==> config.mk <==
export PLATFORM = sky130hd
export DESIGN_NAME = match_proximity_dedup
export DESIGN_NICKNAME = d
export VERILOG_FILES = /design/src/hdl/mpd_pkg.sv /design/src/hdl/mpd_store.sv /design/src/hdl/match_proximity_dedup.sv
export SDC_FILE = /design/constraint.sdc
export NUM_CORES = 2
export LEC_CHECK = 0
export ABC_AREA = 1
export BUFFER_PORTS_ARGS = -buffer_cell sky130_fd_sc_hd__buf_2
export CAP_MARGIN = 20
export CORE_ASPECT_RATIO = 1.1
export CORE_MARGIN = 2
export CORE_UTILIZATION = 50
export DETAILED_ROUTE_END_ITERATION = 8
export GPL_ROUTABILITY_DRIVEN = 1
export PLACE_DENSITY = 0.76
export SLEW_MARGIN = 20
export SYNTH_ARGS = -nofsm -noshare
export SYNTH_HDL_FRONTEND = slang
export SYNTH_SLANG_ARGS = --single-unit
==> constraint.sdc <==
create_clock -name clk -period 10.6 [get_ports clk]
set_input_delay 0 -clock clk [delete_from_list [all_inputs] [get_ports clk]]
set_output_delay 0 -clock clk [all_outputs]
set_load 0.01 [all_outputs]
==> src/hdl/mpd_pkg.sv <==
`default_nettype none

package mpd_pkg;

    // Fixed field widths of the stream payload
    localparam int GROUP_W = 4;
    localparam int POS_W   = 12;
    localparam int DIST_W  = 12;

    localparam logic [DIST_W-1:0] DIST_RESET = 12'd8;

    localparam int MAX_KEPT_DEFAULT   = 64;
    localparam int COORD_BITS_DEFAULT = 12;

    // Packed widths on the streams
    localparam int IN_DATA_W  = 32;
    localparam int OUT_DATA_W = 32;
    localparam int OUT_USER_W = 2;

    // Positions in the output tuser
    localparam int USER_KEPT = 0;
    localparam int USER_OVF  = 1;

    typedef enum logic [1:0] {
        ST_IDLE,
        ST_SCAN,
        ST_LAST,
        ST_DECIDE
    } state_t;

endpackage

`default_nettype wire

==> src/hdl/mpd_store.sv <==
`default_nettype none

module mpd_store #(
    parameter int DEPTH = 64,
    parameter int AW    = 6,
    parameter int DW    = 28
) (
    input  wire logic          clk,
    input  wire logic          wr_en,
    input  wire logic [AW-1:0] wr_addr,
    input  wire logic [DW-1:0] wr_data,
    input  wire logic          rd_en,
    input  wire logic [AW-1:0] rd_addr,
    output logic      [DW-1:0] rd_data
);

    logic [DW-1:0] mem [DEPTH];
    logic [DW-1:0] rd_data_reg;

    always_ff @(posedge clk)
    begin
        if (wr_en)
        begin
            mem[wr_addr] <= wr_data;
        end
    end

    always_ff @(posedge clk)
    begin
        if (rd_en)
        begin
            rd_data_reg <= mem[rd_addr];
        end
    end

    assign rd_data = rd_data_reg;

endmodule

`default_nettype wire

==> src/hdl/match_proximity_dedup.sv <==
`default_nettype none

// Channel   Direction  Payload
// s_axis    in         tuser: new_frame; tdata: group_id, pos_x, pos_y
// m_axis    out        tuser: kept, overflow; tdata: out_group, out_x, out_y
// cfg       in         cfg_data: min_distance
//
// An item is scanned against the N entries kept so far in the current frame
// (at most MAX_KEPT) and then decided; an item that starts a new frame or meets
// an empty table goes straight to the decision. The kept table has one
// read port and the scan reads one stored entry per cycle through a single
// compare unit.
// Reset clears the entry count and sets min_distance to 8; the table itself
// needs no clearing pass, as only entries below the count are read.
// A finished result waits in the output register while the next item is taken
// and scanned; that item's decision holds until the output register is free.

module match_proximity_dedup #(
    parameter int MAX_KEPT   = mpd_pkg::MAX_KEPT_DEFAULT,
    parameter int COORD_BITS = mpd_pkg::COORD_BITS_DEFAULT
) (
    input  wire logic                           clk,
    input  wire logic                           rst_n,
    input  wire logic                           s_axis_tvalid,
    output logic                                s_axis_tready,
    // [3:0] group_id, [15:4] pos_x, [27:16] pos_y, [31:28] zero
    input  wire logic [mpd_pkg::IN_DATA_W-1:0]  s_axis_tdata,
    // [0] new_frame
    input  wire logic                           s_axis_tuser,
    output logic                                m_axis_tvalid,
    input  wire logic                           m_axis_tready,
    // [3:0] out_group, [15:4] out_x, [27:16] out_y, [31:28] zero
    output logic [mpd_pkg::OUT_DATA_W-1:0]      m_axis_tdata,
    // [0] kept, [1] overflow
    output logic [mpd_pkg::OUT_USER_W-1:0]      m_axis_tuser,
    input  wire logic                           cfg_valid,
    output logic                                cfg_ready,
    input  wire logic [mpd_pkg::DIST_W-1:0]     cfg_data
);

    localparam int GW  = mpd_pkg::GROUP_W;
    localparam int PW  = mpd_pkg::POS_W;
    localparam int DW  = mpd_pkg::DIST_W;
    localparam int ODW = mpd_pkg::OUT_DATA_W;
    localparam int CB  = (COORD_BITS < PW) ? COORD_BITS : PW;
    localparam int EW  = GW + 2 * CB;
    localparam int AW  = (MAX_KEPT > 1) ? $clog2(MAX_KEPT) : 1;
    localparam int CW  = $clog2(MAX_KEPT + 1);
    localparam logic [CW-1:0] CNT_MAX = CW'(MAX_KEPT);

    mpd_pkg::state_t state_reg, state_next;

    logic [DW-1:0] min_dist_reg, min_dist_next;
    logic [CW-1:0] cnt_reg, cnt_next;
    logic [AW-1:0] idx_reg, idx_next;
    logic          pend_reg, pend_next;
    logic          hit_reg, hit_next;
    logic [GW-1:0] grp_reg, grp_next;
    logic [PW-1:0] x_reg, x_next;
    logic [PW-1:0] y_reg, y_next;

    logic                            out_vld_reg, out_vld_next;
    logic [mpd_pkg::OUT_USER_W-1:0]  out_user_reg, out_user_next;
    logic [ODW-1:0]                  out_data_reg, out_data_next;

    logic          in_xfer;
    logic          scan_last;
    logic          out_free;
    logic          commit;
    logic          store;
    logic          rd_en;
    logic [EW-1:0] rd_data;
    logic [EW-1:0] wr_data;
    logic          match;
    logic [GW-1:0] ent_grp;
    logic [CB-1:0] ent_x;
    logic [CB-1:0] ent_y;
    logic [CB-1:0] cand_x;
    logic [CB-1:0] cand_y;
    logic [CB-1:0] dx;
    logic [CB-1:0] dy;

    assign in_xfer   = s_axis_tvalid && s_axis_tready;
    assign scan_last = ((CW'(idx_reg) + CW'(1)) == cnt_reg);
    assign out_free  = !out_vld_reg || m_axis_tready;
    assign cfg_ready = 1'b1;

    // Shared compare unit: one stored entry against the held candidate
    assign ent_grp = rd_data[GW-1:0];
    assign ent_x   = rd_data[GW+CB-1:GW];
    assign ent_y   = rd_data[EW-1:GW+CB];
    assign cand_x  = x_reg[CB-1:0];
    assign cand_y  = y_reg[CB-1:0];
    assign dx      = (ent_x > cand_x) ? (ent_x - cand_x) : (cand_x - ent_x);
    assign dy      = (ent_y > cand_y) ? (ent_y - cand_y) : (cand_y - ent_y);
    assign match   = (ent_grp == grp_reg) && (DW'(dx) < min_dist_reg)
                     && (DW'(dy) < min_dist_reg);

    assign store   = commit && !hit_reg && (cnt_reg < CNT_MAX);
    assign wr_data = {cand_y, cand_x, grp_reg};

    mpd_store #(
        .DEPTH (MAX_KEPT),
        .AW    (AW),
        .DW    (EW)
    ) u_store (
        .clk     (clk),
        .wr_en   (store),
        .wr_addr (cnt_reg[AW-1:0]),
        .wr_data (wr_data),
        .rd_en   (rd_en),
        .rd_addr (idx_reg),
        .rd_data (rd_data)
    );

    // Next state
    always_comb
    begin
        state_next = state_reg;
        unique case (state_reg)
            mpd_pkg::ST_IDLE:
            begin
                if (in_xfer)
                begin
                    if (s_axis_tuser || (cnt_reg == '0))
                    begin
                        state_next = mpd_pkg::ST_DECIDE;
                    end
                    else
                    begin
                        state_next = mpd_pkg::ST_SCAN;
                    end
                end
            end
            mpd_pkg::ST_SCAN:
            begin
                if (scan_last)
                begin
                    state_next = mpd_pkg::ST_LAST;
                end
            end
            mpd_pkg::ST_LAST:
            begin
                state_next = mpd_pkg::ST_DECIDE;
            end
            mpd_pkg::ST_DECIDE:
            begin
                if (out_free)
                begin
                    state_next = mpd_pkg::ST_IDLE;
                end
            end
            default:
            begin
                state_next = mpd_pkg::ST_IDLE;
            end
        endcase
    end

    // State outputs
    always_comb
    begin
        s_axis_tready = 1'b0;
        rd_en         = 1'b0;
        commit        = 1'b0;
        unique case (state_reg)
            mpd_pkg::ST_IDLE:   s_axis_tready = 1'b1;
            mpd_pkg::ST_SCAN:   rd_en = 1'b1;
            mpd_pkg::ST_LAST:   rd_en = 1'b0;
            mpd_pkg::ST_DECIDE: commit = out_free;
            default:            rd_en = 1'b0;
        endcase
    end

    // Datapath
    always_comb
    begin
        min_dist_next = min_dist_reg;
        cnt_next      = cnt_reg;
        idx_next      = idx_reg;
        grp_next      = grp_reg;
        x_next        = x_reg;
        y_next        = y_reg;
        out_vld_next  = out_vld_reg;
        out_user_next = out_user_reg;
        out_data_next = out_data_reg;

        pend_next = rd_en;
        hit_next  = hit_reg || (pend_reg && match);

        if (cfg_valid && cfg_ready)
        begin
            min_dist_next = cfg_data;
        end

        if (in_xfer)
        begin
            grp_next = s_axis_tdata[GW-1:0];
            x_next   = s_axis_tdata[GW+PW-1:GW];
            y_next   = s_axis_tdata[GW+2*PW-1:GW+PW];
            idx_next = '0;
            hit_next = 1'b0;
            if (s_axis_tuser)
            begin
                cnt_next = '0;
            end
        end
        else if (rd_en)
        begin
            idx_next = idx_reg + AW'(1);
        end

        if (m_axis_tready)
        begin
            out_vld_next = 1'b0;
        end

        if (commit)
        begin
            out_vld_next = 1'b1;
            out_user_next[mpd_pkg::USER_KEPT] = store;
            out_user_next[mpd_pkg::USER_OVF]  = !hit_reg && (cnt_reg >= CNT_MAX);
            out_data_next = ODW'({y_reg, x_reg, grp_reg});
            if (store)
            begin
                cnt_next = cnt_reg + CW'(1);
            end
        end
    end

    always_ff @(posedge clk or negedge rst_n)
    begin
        if (!rst_n)
        begin
            state_reg    <= mpd_pkg::ST_IDLE;
            min_dist_reg <= mpd_pkg::DIST_RESET;
            cnt_reg      <= '0;
            idx_reg      <= '0;
            pend_reg     <= 1'b0;
            hit_reg      <= 1'b0;
            out_vld_reg  <= 1'b0;
        end
        else
        begin
            state_reg    <= state_next;
            min_dist_reg <= min_dist_next;
            cnt_reg      <= cnt_next;
            idx_reg      <= idx_next;
            pend_reg     <= pend_next;
            hit_reg      <= hit_next;
            out_vld_reg  <= out_vld_next;
        end
    end

    always_ff @(posedge clk)
    begin
        grp_reg      <= grp_next;
        x_reg        <= x_next;
        y_reg        <= y_next;
        out_user_reg <= out_user_next;
        out_data_reg <= out_data_next;
    end

    assign m_axis_tvalid = out_vld_reg;
    assign m_axis_tuser  = out_user_reg;
    assign m_axis_tdata  = out_data_reg;

    a_flags_exclusive: assert property (@(posedge clk) disable iff (!rst_n)
        m_axis_tvalid |-> !(m_axis_tuser[mpd_pkg::USER_KEPT]
                            && m_axis_tuser[mpd_pkg::USER_OVF]))
        else $error("kept and overflow both set");

    a_count_bound: assert property (@(posedge clk) disable iff (!rst_n)
        cnt_reg <= CNT_MAX)
        else $error("entry count beyond table depth");

    a_scan_in_range: assert property (@(posedge clk) disable iff (!rst_n)
        (state_reg == mpd_pkg::ST_SCAN) |-> (CW'(idx_reg) < cnt_reg))
        else $error("scan reads an entry that was never written");

    a_store_counts: assert property (@(posedge clk) disable iff (!rst_n)
        store |=> (cnt_reg == $past(cnt_reg) + CW'(1)))
        else $error("stored entry not counted");

    a_commit_shows: assert property (@(posedge clk) disable iff (!rst_n)
        commit |=> (m_axis_tvalid
                    && (m_axis_tuser[mpd_pkg::USER_KEPT] == $past(store))))
        else $error("decision not shown on the output");

endmodule

`default_nettype wire

==> flow_summary.ini <==
[clock_tree]
cts.htree.levels = 4
clock_sinks = 1908
cts_setup_buffers = 0
cts_tree = done
clk_latency_ns = 0.83
clk_path_buf_depth = 3
clk_pin_slew_worst_paths_ns = 0.06
clockRootBuffer = clkbuf_16
numCtsBuffers = 181

[critical_path]
worstPathArrival_ns = 5.30
crit_path_end_kind = flip-flop
required_ns = 11.29
cp-start-kind = flip-flop
crit_path_frequent_cell = nand2_1
slowest_stage = dfrtp_4
path_buf_inv = 3
cp_top_family = buffers and inverters
cp-startpoint = idx_reg[0]
cp_cell_sequence = buf_12, buf_4, buf_4, o21ai_0, o22ai_1, nand2_1, nand3_1, nand2_1, nor2_1, nand2_1, nand2_1
cpPeakStageDelay_ns = 0.88
r2r_start = idx_reg[0]
crit_fanout = 203
crit_type = flip-flop to flip-flop

[drt]
vias = 53300
antenna_left = 0
firstDrtPassIters = 6
avgRoutedWirePerCell_um = 24.5
routed_wl_mm = 215
drtIter0Drc = 7921
drc_errors = 0
viasPerCell = 6.07

[synthesis]
synth_ff_type = edfxtp_1
synth_cell_types = 41
async_flop_share_pct = 1.57
synth-seq-cells = 1908
synth_area_mm2 = 0.0782
yosysSeqAreaShare_pct = 73.1
synth_warnings = 0
syn_avg_cell_area_um2 = 12.1
synth_edf_count = 1878
syn_inst = 6439

[die]
pin_count = 87
die_h_um = 419
start_util_pct = 50.2
die_x_um = 381
die-area_mm2 = 0.160
core_mm2 = 0.156
fp-row-count = 152

[cells_and_area]
layout-drive-gt1-share_pct = 8.13
area_delta_synth_final_pct = 11.9
largest_reg_flops = 1792
final-instance-count-excl-fill = 8775
final_nets = 6673

[place]
place.gp.congestion = 0.897
dp.cells = 8330
dp_hpwl_mm = 111
port_buffers = 77

[status]
outcome = finished, final reports clean

[global_route]
grt_max_degree = 387
grt_pass1_vias = 51100
grt_overflow = 0
antenna_found_initial = 10
grt_usage_pct = 26.5
grt_pass1_wl_mm = 316

[timing]
fin_worst_skew_ns = 0.0286
max_slew_margin_pct = 19.5
setup_tns_ns = 0
worst_pin_slew_ns = 1.21
slew_viol_final = 0
fin_crit_sh_pct = 43.5
min_period_ns = 4.61
setup_viol = 0
rsz0062_at_grt = no
hold_viol = 0
fmax_ghz = 0.217

[pwr]
leakage_nw = 30.3
powerDensity_mw_per_mm2 = 250
ir_drop_v = 0.000241

[hold_path]
hold_class = primary input to flip-flop
hp-start = s_axis_tdata[7]

[job]
cap_violations = 0
kinds of logic (layout without fill, tap and decap cells):
group,count (synthesis),after routing,synth area share (%)
flops,1908,1908,73.1
fa+ha+maj,79,79,1.30
buf+inv,559,810,3.12
compound gates,1466,1466,10.3
simple gates,2389,2389,11.8
xor+xnor,35,35,0.392
other cells,2,8,0.00960
mux,1,1,0.0144
where the power goes:
| part | internal [W] | switching, W |
|---|---|---|
| combinational | 0.00186 | 0.00490 |
| sequential | 0.00879 | 0.000178 |
| clock | 0.00340 | 0.00276 |
| total | 0.0140 | 0.00783 |
final cells by class:
type                    count  area (um2)
clock inverters           110         807
repair buffers            322        2610
fillers                 12000       68300
diodes                      3        7.51
clock buffers             222        4770
inverters                 156         636
multi-input cells        3975       18900
flip-flops and latches   1908       57200
well taps                2079        2600
cell usage in the layout, fill, tap and decap left out, types with 52 or more instances in the layout:
cell type and n:
clkinv_1 52, clkbuf_16 185, nand3_1 165, a211oi_1 58, edfxtp_1 1878, o22ai_1 395
o21ai_0 799, buf_2 77, nand2_1 1192, dlygate4sd3_1 106, ha_1 75, inv_1 147
a21oi_1 161, buf_4 130, nor2_1 942
per-layer routing:
metal / GRT usage, % / up-vias / wire [um]
met5: 0 / - / 22
met4: 13.9 / 4 / 11300
met3: 5.45 / 549 / 27300
met2: 41.0 / 3467 / 98200
met1: 35.6 / 26000 / 78500
li1: - / 23300 / -
synth_stat cells, types with 5 or more instances:
cell	instances	area (um2)
a211oi_1	58	435
a21o_1	6	45.0
a21oi_1	162	811
buf_1	22	82.6
buf_2	129	646
buf_4	33	248
buf_6	5	56.3
clkbuf_1	203	762
clkbuf_2	11	55.1
dfrtp_1	29	726
edfxtp_1	1878	56400
ha_1	75	938
inv_1	150	563
nand2_1	1192	4470
nand3_1	165	826
nand4_1	13	81.3
nor2_1	1005	3770
nor3_1	9	45.0
o21ai_0	799	4000
o21ai_1	26	130
o21bai_1	6	45.0
o22ai_1	395	2470
xnor2_1	7	61.3
xor2_1	28	245
stage by stage:
step	area (um2)	setup slack, ns	total power [W]	util [%]	hold slack [ns]
after CTS	87400	6.20	0.0218	56.1	0.00629
final	87500	5.99	0.0219	56.2	0.0317
after floorplan	78200	5.18	0.0136	-	-0.296
after global placement	80700	6.38	0.0155	51.8	0.123
after global routing	87500	5.78	0.0229	56.2	0.0386
after detailed placement	80700	6.29	0.0156	51.8	0.126
final timing paths:
kind                                 endpoint  depth (start not counted)  slack, ns
setup / recovery           u_store.rd_data[9]                         11       5.99
hold / removal                      cand_x[3]                          2       0.03
setup reg to reg           u_store.rd_data[9]                         11       5.99
hold reg to reg                       hit_reg                          2       0.57
max in group asynchronous          idx_reg[0]                          4      10.11
min in group asynchronous     min_dist_reg[1]                          4       0.25
what timing repair did:
action	in CTS	in global routing
hold endpoints to repair	115	0
hold buffers	107	0
resized for setup	0	0
No activity file was read; power rests on OpenSTA's default activity.
